`config.mk`:
```
export PLATFORM = sky130hd
export DESIGN_NAME = ip_flow_tuple_extractor
export DESIGN_NICKNAME = d
export VERILOG_FILES = /design/src/design/ipft_pkg.sv /design/src/design/ip_flow_tuple_extractor.sv
export VERILOG_INCLUDE_DIRS = /design/src /design/src/design
export SDC_FILE = /design/constraint.sdc
export NUM_CORES = 2
export LEC_CHECK = 0
export BUFFER_PORTS_ARGS = -buffer_cell sky130_fd_sc_hd__buf_2
export CAP_MARGIN = 20
export CORE_ASPECT_RATIO = 0.8
export CORE_MARGIN = 4
export CORE_UTILIZATION = 50
export DETAILED_ROUTE_END_ITERATION = 6
export HOLD_SLACK_MARGIN = 0.02
export PLACE_DENSITY = 0.69
export SETUP_SLACK_MARGIN = 0.1
export SYNTH_ARGS = -nofsm -noshare
export SYNTH_HDL_FRONTEND = slang
export SYNTH_SLANG_ARGS = --single-unit
```
`constraint.sdc`:
```
create_clock -name clk -period 24.6 [get_ports clk]
set_input_delay 1.23 -clock clk [delete_from_list [all_inputs] [get_ports clk]]
set_output_delay 1.23 -clock clk [all_outputs]
set_load 0.01 [all_outputs]
```
`src/design/ip_flow_tuple_extractor_assert.svh`:
```
// Assertion macros for the flow tuple extractor.
`ifndef IP_FLOW_TUPLE_EXTRACTOR_ASSERT_SVH
`define IP_FLOW_TUPLE_EXTRACTOR_ASSERT_SVH

`ifndef ASSERT_OFF
`define IPFT_ASSERT_IMP(lbl, clk, rst, ante, cons, msg) \
  lbl: assert property (@(posedge clk) disable iff (rst) (ante) |-> (cons)) else $error(msg);
`define IPFT_ASSERT_NXT(lbl, clk, rst, ante, cons, msg) \
  lbl: assert property (@(posedge clk) disable iff (rst) (ante) |=> (cons)) else $error(msg);
`else
`define IPFT_ASSERT_IMP(lbl, clk, rst, ante, cons, msg)
`define IPFT_ASSERT_NXT(lbl, clk, rst, ante, cons, msg)
`endif

`endif

```
`src/design/ipft_pkg.sv`:
```
`timescale 1ns / 1ps

package ipft_pkg;

  localparam int OFFSET_W = 17;
  localparam logic [OFFSET_W-1:0] OFFSET_MAX = '1;

  localparam logic [7:0] PROTO_TCP = 8'd6;
  localparam logic [7:0] PROTO_UDP = 8'd17;

  localparam logic [7:0] NH_HOP_BY_HOP = 8'd0;
  localparam logic [7:0] NH_ROUTING    = 8'd43;
  localparam logic [7:0] NH_FRAGMENT   = 8'd44;
  localparam logic [7:0] NH_AH         = 8'd51;
  localparam logic [7:0] NH_DEST_OPTS  = 8'd60;
  localparam logic [7:0] NH_MOBILITY   = 8'd135;
  localparam logic [7:0] NH_HIP        = 8'd139;
  localparam logic [7:0] NH_SHIM6      = 8'd140;
  localparam logic [7:0] NH_TEST1      = 8'd253;
  localparam logic [7:0] NH_TEST2      = 8'd254;

  localparam logic [3:0] VER_IPV4 = 4'd4;
  localparam logic [3:0] VER_IPV6 = 4'd6;

  localparam logic [OFFSET_W-1:0] V4_MIN_LEN  = 17'd20;
  localparam logic [OFFSET_W-1:0] V6_HDR_LEN  = 17'd40;

  typedef enum logic [2:0] {
    PH_START,
    PH_V4,
    PH_V6_FIXED,
    PH_V6_WAIT,
    PH_V6_LEN8,
    PH_V6_LENAH,
    PH_V6_DONE,
    PH_BAD
  } phase_t;

  typedef enum logic [1:0] {
    ST_OK,
    ST_BAD_VERSION,
    ST_TRUNCATED
  } status_t;

  typedef enum logic [1:0] {
    EXT_NONE,
    EXT_LEN8,
    EXT_FRAG,
    EXT_AH
  } ext_kind_t;

  function automatic ext_kind_t ext_kind(input logic [7:0] t);
    ext_kind_t k;
    unique case (t)
      NH_HOP_BY_HOP, NH_ROUTING, NH_DEST_OPTS, NH_MOBILITY, NH_HIP, NH_SHIM6,
      NH_TEST1, NH_TEST2: k = EXT_LEN8;
      NH_FRAGMENT:        k = EXT_FRAG;
      NH_AH:              k = EXT_AH;
      default:            k = EXT_NONE;
    endcase
    return k;
  endfunction

endpackage

```
`src/design/ip_flow_tuple_extractor.sv`:
```
`timescale 1ns / 1ps

// Extracts the flow tuple (protocol, UE and peer addresses, TCP/UDP ports,
// packet length) from an IPv4 or IPv6 packet streamed one byte per item,
// walking the IPv6 extension header chain on the fly. A new byte is taken
// every cycle unless a last byte is waiting; each byte passes through an
// input register, one pass of offset-compare and capture logic, and, on the
// byte marked tlast, lands in the result register, from which the result is
// offered. Bytes that are not last never wait on the result side; a last
// byte waits in the input register only while the previous result has not
// been taken. Status travels in m_tuser: ok, unknown IP version, or truncated
// (packet ended before the headers and ports were complete).

module ip_flow_tuple_extractor (
  input  logic         clk,
  input  logic         rst,
  input  logic         s_tvalid,
  output logic         s_tready,
  input  logic [71:0]  s_tdata,   // data_byte[7:0], session_id[71:8]
  input  logic         s_tlast,   // last_byte
  input  logic         s_tuser,   // uplink
  output logic         m_tvalid,
  input  logic         m_tready,
  output logic [383:0] m_tdata,   // ip_version[3:0], protocol[11:4],
                                  // ue_addr_high[75:12], ue_addr_low[139:76],
                                  // peer_addr_high[203:140], peer_addr_low[267:204],
                                  // ue_port[283:268], peer_port[299:284],
                                  // packet_length[316:300], session_out[380:317],
                                  // zero fill[383:381]
  output logic [1:0]   m_tuser    // status[1:0]
);
  import ipft_pkg::*;

  // input register
  logic        in_valid;
  logic [7:0]  in_byte;
  logic        in_last;
  logic        in_uplink;
  logic [63:0] in_session;

  // parse state
  phase_t                phase, phase_next;
  logic [OFFSET_W-1:0]   byte_offset, byte_offset_next;
  logic [7:0]            next_header, next_header_next;
  logic [OFFSET_W-1:0]   header_end, header_end_next;
  logic [OFFSET_W-1:0]   payload_end, payload_end_next;
  logic [63:0]           src_addr_hi, src_addr_hi_next;
  logic [63:0]           src_addr_lo, src_addr_lo_next;
  logic [63:0]           dst_addr_hi, dst_addr_hi_next;
  logic [63:0]           dst_addr_lo, dst_addr_lo_next;
  logic [15:0]           sport, sport_next;
  logic [15:0]           dport, dport_next;
  logic [OFFSET_W-1:0]   length_value, length_value_next;
  logic [3:0]            version_seen, version_seen_next;
  logic                  direction, direction_next;
  logic [63:0]           session, session_next;

  // result register
  status_t               out_status, out_status_next;
  logic [3:0]            out_version, out_version_next;
  logic [7:0]            out_protocol, out_protocol_next;
  logic [63:0]           out_ue_hi, out_ue_hi_next;
  logic [63:0]           out_ue_lo, out_ue_lo_next;
  logic [63:0]           out_peer_hi, out_peer_hi_next;
  logic [63:0]           out_peer_lo, out_peer_lo_next;
  logic [15:0]           out_ue_port, out_ue_port_next;
  logic [15:0]           out_peer_port, out_peer_port_next;
  logic [OFFSET_W-1:0]   out_length, out_length_next;
  logic [63:0]           out_session, out_session_next;

  logic                  out_free;
  logic                  fire;
  logic [OFFSET_W-1:0]   off;
  logic                  capture;
  logic [OFFSET_W:0]     count;
  logic                  l4;
  logic [OFFSET_W-1:0]   port_idx;
  ext_kind_t             kind;

  assign out_free = !m_tvalid || m_tready;
  assign fire     = in_valid && (!in_last || out_free);
  assign s_tready = !in_valid || fire;

  always_ff @(posedge clk) begin
    if (rst) begin
      in_valid <= 1'b0;
    end else if (s_tready) begin
      in_valid <= s_tvalid;
    end
    if (s_tready) begin
      in_byte    <= s_tdata[7:0];
      in_session <= s_tdata[71:8];
      in_last    <= s_tlast;
      in_uplink  <= s_tuser;
    end
  end

  always_comb begin
    phase_next        = phase;
    byte_offset_next  = byte_offset;
    next_header_next  = next_header;
    header_end_next   = header_end;
    payload_end_next  = payload_end;
    src_addr_hi_next  = src_addr_hi;
    src_addr_lo_next  = src_addr_lo;
    dst_addr_hi_next  = dst_addr_hi;
    dst_addr_lo_next  = dst_addr_lo;
    sport_next        = sport;
    dport_next        = dport;
    length_value_next = length_value;
    version_seen_next = version_seen;
    direction_next    = direction;
    session_next      = session;
    capture           = 1'b0;
    kind              = EXT_NONE;
    port_idx          = '0;

    off = (phase == PH_START) ? '0 : byte_offset;

    if (phase == PH_START) begin
      next_header_next  = '0;
      header_end_next   = '0;
      payload_end_next  = '0;
      src_addr_hi_next  = '0;
      src_addr_lo_next  = '0;
      dst_addr_hi_next  = '0;
      dst_addr_lo_next  = '0;
      sport_next        = '0;
      dport_next        = '0;
      length_value_next = '0;
      direction_next    = in_uplink;
      session_next      = in_session;
      version_seen_next = in_byte[7:4];
      if (in_byte[7:4] == VER_IPV4) begin
        phase_next      = PH_V4;
        header_end_next = {{(OFFSET_W-6){1'b0}}, in_byte[3:0], 2'b00};
      end else if (in_byte[7:4] == VER_IPV6) begin
        phase_next = PH_V6_FIXED;
      end else begin
        phase_next = PH_BAD;
      end
    end

    if (phase_next == PH_V4) begin
      if (off == 17'd2 || off == 17'd3)
        length_value_next = {length_value_next[OFFSET_W-9:0], in_byte};
      if (off == 17'd9) next_header_next = in_byte;
      if (off >= 17'd12 && off < 17'd16)
        src_addr_lo_next = {src_addr_lo_next[55:0], in_byte};
      if (off >= 17'd16 && off < 17'd20)
        dst_addr_lo_next = {dst_addr_lo_next[55:0], in_byte};
      capture = 1'b1;
    end else if (phase_next == PH_V6_FIXED) begin
      if (off == 17'd4 || off == 17'd5)
        payload_end_next = {payload_end_next[OFFSET_W-9:0], in_byte};
      if (off == 17'd5) begin
        payload_end_next  = payload_end_next + V6_HDR_LEN;
        length_value_next = payload_end_next;
      end
      if (off == 17'd6) next_header_next = in_byte;
      if (off >= 17'd8 && off < 17'd16)
        src_addr_hi_next = {src_addr_hi_next[55:0], in_byte};
      if (off >= 17'd16 && off < 17'd24)
        src_addr_lo_next = {src_addr_lo_next[55:0], in_byte};
      if (off >= 17'd24 && off < 17'd32)
        dst_addr_hi_next = {dst_addr_hi_next[55:0], in_byte};
      if (off >= 17'd32 && off < 17'd40)
        dst_addr_lo_next = {dst_addr_lo_next[55:0], in_byte};
      if (off == 17'd39) begin
        header_end_next = V6_HDR_LEN;
        phase_next = (header_end_next >= payload_end_next ||
                      ext_kind(next_header_next) == EXT_NONE) ? PH_V6_DONE : PH_V6_WAIT;
      end
    end else if (phase_next == PH_V6_WAIT) begin
      if (off == header_end) begin
        kind = ext_kind(next_header);
        next_header_next = in_byte;
        if (kind == EXT_FRAG) begin
          header_end_next = header_end + 17'd8;
          phase_next = (header_end_next >= payload_end ||
                        ext_kind(in_byte) == EXT_NONE) ? PH_V6_DONE : PH_V6_WAIT;
        end else begin
          phase_next = (kind == EXT_AH) ? PH_V6_LENAH : PH_V6_LEN8;
        end
      end
    end else if (phase_next == PH_V6_LEN8) begin
      header_end_next = header_end + {6'd0, in_byte, 3'b000} + 17'd8;
      phase_next = (header_end_next >= payload_end ||
                    ext_kind(next_header) == EXT_NONE) ? PH_V6_DONE : PH_V6_WAIT;
    end else if (phase_next == PH_V6_LENAH) begin
      header_end_next = header_end + {6'd0, ({1'b0, in_byte} + 9'd2), 2'b00};
      phase_next = (header_end_next >= payload_end ||
                    ext_kind(next_header) == EXT_NONE) ? PH_V6_DONE : PH_V6_WAIT;
    end else if (phase_next == PH_V6_DONE) begin
      capture = 1'b1;
    end

    if (capture && off >= header_end_next &&
        {1'b0, off} < ({1'b0, header_end_next} + 18'd4)) begin
      port_idx = off - header_end_next;
      if (port_idx[OFFSET_W-1:1] == '0) sport_next = {sport_next[7:0], in_byte};
      else                               dport_next = {dport_next[7:0], in_byte};
    end

    count = {1'b0, off} + 18'd1;
    l4    = (next_header_next == PROTO_TCP) || (next_header_next == PROTO_UDP);

    priority if (phase_next == PH_BAD) begin
      out_status_next = ST_BAD_VERSION;
    end else if (phase_next == PH_V4) begin
      out_status_next = (count < {1'b0, V4_MIN_LEN} ||
                         (l4 && count < ({1'b0, header_end_next} + 18'd4))) ?
                        ST_TRUNCATED : ST_OK;
    end else begin
      out_status_next = (count < {1'b0, V6_HDR_LEN} || phase_next != PH_V6_DONE ||
                         (l4 && count < ({1'b0, header_end_next} + 18'd4))) ?
                        ST_TRUNCATED : ST_OK;
    end

    out_version_next   = version_seen_next;
    out_session_next   = session_next;
    out_protocol_next  = '0;
    out_ue_hi_next     = '0;
    out_ue_lo_next     = '0;
    out_peer_hi_next   = '0;
    out_peer_lo_next   = '0;
    out_ue_port_next   = '0;
    out_peer_port_next = '0;
    out_length_next    = '0;
    if (out_status_next == ST_OK) begin
      out_protocol_next = next_header_next;
      out_ue_hi_next    = direction_next ? src_addr_hi_next : dst_addr_hi_next;
      out_ue_lo_next    = direction_next ? src_addr_lo_next : dst_addr_lo_next;
      out_peer_hi_next  = direction_next ? dst_addr_hi_next : src_addr_hi_next;
      out_peer_lo_next  = direction_next ? dst_addr_lo_next : src_addr_lo_next;
      if (l4) begin
        out_ue_port_next   = direction_next ? sport_next : dport_next;
        out_peer_port_next = direction_next ? dport_next : sport_next;
      end
      out_length_next = length_value_next;
    end

    if (in_last) begin
      phase_next       = PH_START;
      byte_offset_next = '0;
    end else begin
      byte_offset_next = (off < OFFSET_MAX) ? off + 17'd1 : off;
    end
  end

  always_ff @(posedge clk) begin
    if (rst) begin
      phase       <= PH_START;
      byte_offset <= '0;
    end else if (fire) begin
      phase       <= phase_next;
      byte_offset <= byte_offset_next;
    end
    if (fire) begin
      next_header  <= next_header_next;
      header_end   <= header_end_next;
      payload_end  <= payload_end_next;
      src_addr_hi  <= src_addr_hi_next;
      src_addr_lo  <= src_addr_lo_next;
      dst_addr_hi  <= dst_addr_hi_next;
      dst_addr_lo  <= dst_addr_lo_next;
      sport        <= sport_next;
      dport        <= dport_next;
      length_value <= length_value_next;
      version_seen <= version_seen_next;
      direction    <= direction_next;
      session      <= session_next;
    end
  end

  always_ff @(posedge clk) begin
    if (rst) begin
      m_tvalid <= 1'b0;
    end else if (out_free) begin
      m_tvalid <= fire && in_last;
    end
    if (fire && in_last) begin
      out_status    <= out_status_next;
      out_version   <= out_version_next;
      out_protocol  <= out_protocol_next;
      out_ue_hi     <= out_ue_hi_next;
      out_ue_lo     <= out_ue_lo_next;
      out_peer_hi   <= out_peer_hi_next;
      out_peer_lo   <= out_peer_lo_next;
      out_ue_port   <= out_ue_port_next;
      out_peer_port <= out_peer_port_next;
      out_length    <= out_length_next;
      out_session   <= out_session_next;
    end
  end

  assign m_tuser = out_status;
  assign m_tdata = {3'b000, out_session, out_length, out_peer_port, out_ue_port,
                    out_peer_lo, out_peer_hi, out_ue_lo, out_ue_hi,
                    out_protocol, out_version};

`include "ip_flow_tuple_extractor_assert.svh"

  `IPFT_ASSERT_NXT(a_last_gives_result, clk, rst, fire && in_last, m_tvalid, "last byte gave no result")
  `IPFT_ASSERT_NXT(a_last_rearms, clk, rst, fire && in_last, phase == PH_START && byte_offset == '0, "parser not rearmed after last byte")
  `IPFT_ASSERT_IMP(a_wait_inside_payload, clk, rst, phase == PH_V6_WAIT, header_end < payload_end, "chain walk beyond payload end")
  `IPFT_ASSERT_IMP(a_status_code, clk, rst, m_tvalid, m_tuser == ST_OK || m_tuser == ST_BAD_VERSION || m_tuser == ST_TRUNCATED, "undefined status code")

endmodule

```
==> impl_metrics.env <==
export IMPL_syn_area_per_cell_um2=10.4
export IMPL_rows=100
export IMPL_holdPathStages=2
export IMPL_grt_pass1_vias=35200
export IMPL_yosysSeqAreaShare=0.559
export IMPL_rsz0062_at_grt="no"
export IMPL_end_kind="flip-flop"
export IMPL_n_fill_cell=8025
export IMPL_cts_setup_buffers=0
export IMPL_min_from="in_session[0]"
export IMPL_final_common_cell="nand2_1"
export IMPL_yosys_warnings=0
export IMPL_power_density_nw_per_um2=68.9
export IMPL_rr_worst_depth=26
export IMPL_seq_area_um2=26700
export IMPL_fin_area_um2=53700
export IMPL_crit_reg2reg_launch="in_byte[4]"
export IMPL_power_share_clock=0.391
export IMPL_dp_hpwl_mm=98.3
export IMPL_start_kind="flip-flop"
export IMPL_io_buffers=462
export IMPL_clk_pin_slew_ps=70
export IMPL_timing_setup_tns_ps=0
export IMPL_clk_latency_ps=680
export IMPL_numCtsBuffers=90
export IMPL_skew_ps=41.5
export IMPL_maxSlewHeadroom=0.144
export IMPL_die_x_um=353
export IMPL_dieArea_um2=100000
export IMPL_cts_tree="yes"
export IMPL_postRouteAntennaNets=0
export IMPL_core_um2=93800
export IMPL_fin_crit_ps=9500
export IMPL_wl_mm=146
export IMPL_clock_fmax_mhz=105
export IMPL_cts_root_buf="clkbuf_16"
export IMPL_routedWlPerCell_um=23.7
export IMPL_antenna_found_initial=8
export IMPL_slew_viol_final=0
export IMPL_grt_use_total=0.280
export IMPL_clkSinkCount=895
export IMPL_cts_resized=0
export IMPL_drive_gt1_frac=0.189
export IMPL_synth_main_ff_cell="edfxtp_1"
export IMPL_multi_input_area_um2=19200
export IMPL_syn_area_um2=47700
export IMPL_dr_pass1_iters=6
export IMPL_critical_path_peak_fanout=25
export IMPL_grt_max_degree=232
export IMPL_vias=37300
export IMPL_r2r_setup_slack_ps=15100
export IMPL_h_tree_depth=3
export IMPL_tightest_slew_ps=1280
export IMPL_vias_per_cell=6.06
export IMPL_gp_congestion=0.963
export IMPL_floorplan_initialDensity=0.508
export IMPL_drv_cap=0
export IMPL_p_int_w=0.00272
export IMPL_power_switching_w=0.000985
export IMPL_nets=5058
export IMPL_finalHoldViolCount=0
export IMPL_crit_type="reg2reg"
export IMPL_use_met2=0.421
export IMPL_leakage_nw=18.9
export IMPL_switching_share=0.266
export IMPL_status="finished clean"
export IMPL_drc=0
export IMPL_synth_edff_count=873
export IMPL_cp_required_ps=24970
export IMPL_cts_path_max_buffers=3
export IMPL_top_usage_layer="met2"
export IMPL_whs_ps=532
export IMPL_ys_types=116
export IMPL_ys_ff_latch=895
export IMPL_num_io_pins=466
export IMPL_met3_usage=0.0664
export IMPL_critPathLaunch="in_byte[4]"
export IMPL_drt_iter0_drc=4725
export IMPL_min_to="out_session[0]"
export IMPL_grt_pass1_wl_mm=220
export IMPL_area_growth_pct=12.7
export IMPL_async_flop_share=0
export IMPL_hold_buffers=0
export IMPL_synthCells=4565
export IMPL_final_instance_count_excl_fill=6154
export IMPL_dp_cells=5984
export IMPL_ir_drop_uv=70.3
export IMPL_pwr_share_seq=0.483
export IMPL_arrival_ps=9870
export IMPL_die_h_um=284
export IMPL_met1_usage=0.412
export IMPL_period_share=0.386
export IMPL_overflow=0
export IMPL_power_frac_comb=0.126
export IMPL_reg2reg_to="out_peer_port[9]"
export IMPL_dpl_cell_area_um2=50600
export IMPL_min_path_type="reg2reg"
export IMPL_setup_viol=0
export IMPL_final_cell_mix="nand2_1, edfxtp_1, buf_2"
==> stage by stage <==
stage,setup WS [ps],power [W],utilization
after floorplan,5860,0.00214,-
after global placement,15620,0.00227,0.539
after detailed placement,15400,0.00227,0.539
after CTS,15350,0.00371,0.572
after global routing,14540,0.00383,0.572
final,15100,0.00370,0.572
==> worst max-delay path, stage by stage (launching register included) <==
cell	delay, ps
edfxtp_1	320
buf_4	350
inv_1	250
nor2_1	680
nand4_1	260
xnor2_1	180
ha_1	450
nand2_1	140
o21ai_0	400
o21ai_0	300
o41ai_1	750
o41ai_1	180
or2_2	380
inv_1	150
ha_1	300
nand2_1	130
or3_1	350
or3_1	340
o211a_1	140
o31ai_1	270
a21oi_1	110
o311ai_1	310
o211ai_1	170
nor2_1	800
o311a_1	910
mux2i_1	370
o22ai_1	130
==> layout make-up <==
class	instances	area share
repair buffers	518	0.0523
clock buffers	106	0.0435
flip-flops and latches	895	0.496
well taps	1224	0.0285
inverters	115	0.00832
diodes	1	0.0000466
clock inverters	59	0.0138
multi-input cells	3236	0.357
==> registers in the layout, summed over array words and instances, names as in the netlist, 16 cells and up <==
register and cells:
payload_end 17, length_value 17, byte_offset 17, dst_addr_hi 64, src_addr_lo 64, header_end 17
out_ue_lo 64, dst_addr_lo 64, out_length 17, session 64, src_addr_hi 64, out_ue_hi 64
out_peer_port 16, out_peer_lo 64, out_peer_hi 64, sport 16, in_session 64, out_session 64
out_ue_port 16, dport 16
==> logic make-up (layout without fill, tap and decap cells) <==
group | Yosys count | count (layout) | synth area share
buffers and inverters | 436 | 798 | 0.0400
multiplexers | 159 | 159 | 0.0337
XOR/XNOR | 106 | 106 | 0.0198
AO/OA/AOI/OAI | 977 | 977 | 0.141
other | 1 | 4 | 0.0000787
adder cells (fa/ha/maj) | 128 | 128 | 0.0339
flip-flops | 895 | 895 | 0.559
AND/OR/NAND/NOR | 1863 | 1863 | 0.172
==> power by group through the flow <==
stage               logic, W  clock network, W  registers, W
floorplan           0.000312                 0       0.00183
global placement    0.000449                 0       0.00182
detailed placement  0.000455                 0       0.00182
CTS                 0.000458           0.00147       0.00179
global route        0.000511           0.00153       0.00179
finish              0.000468           0.00145       0.00179
==> how the worst max path moves through the flow <==
stage               slack, ps          endpoint  cells past startpoint
global placement        15620  out_peer_port[8]                     26
CTS                     15350  out_peer_port[8]                     26
floorplan                5860        m_tuser[0]                      5
global route            14540  out_peer_port[9]                     26
detailed placement      15400  out_peer_port[8]                     26
finish                  15100  out_peer_port[9]                     26
==> synth_stat cells (all sizes together) (20+ instances only) <==
cell type	n	share of area
nand2	1059	0.083
edfxtp	873	0.55
a21oi	464	0.063
nor2	347	0.027
clkbuf	230	0.018
o21ai	161	0.017
mux2i	149	0.031
ha	121	0.032
inv	112	0.0088
nand3	109	0.011
buf	91	0.013
xnor2	75	0.014
nor3	72	0.0086
a211oi	64	0.011
nand4	44	0.0062
o22ai	36	0.0047
and3	34	0.0045
nor2b	34	0.0045
xor2	31	0.0057
a31oi	30	0.0039
and2	28	0.0037
nand2b	27	0.0035
nor4	25	0.0040
dfxtp	22	0.0092
o21a	21	0.0033
o31ai	20	0.0034
==> per-layer routing <==
| layer | vias to the layer above | wire [um] |
|---|---|---|
| li1 | 17100 | - |
| met1 | 18100 | 62700 |
| met5 | - | 33 |
| met3 | 237 | 15600 |
| met2 | 1935 | 64000 |
| met4 | 6 | 3550 |
Note: power is estimated with default switching activity, not from simulation.
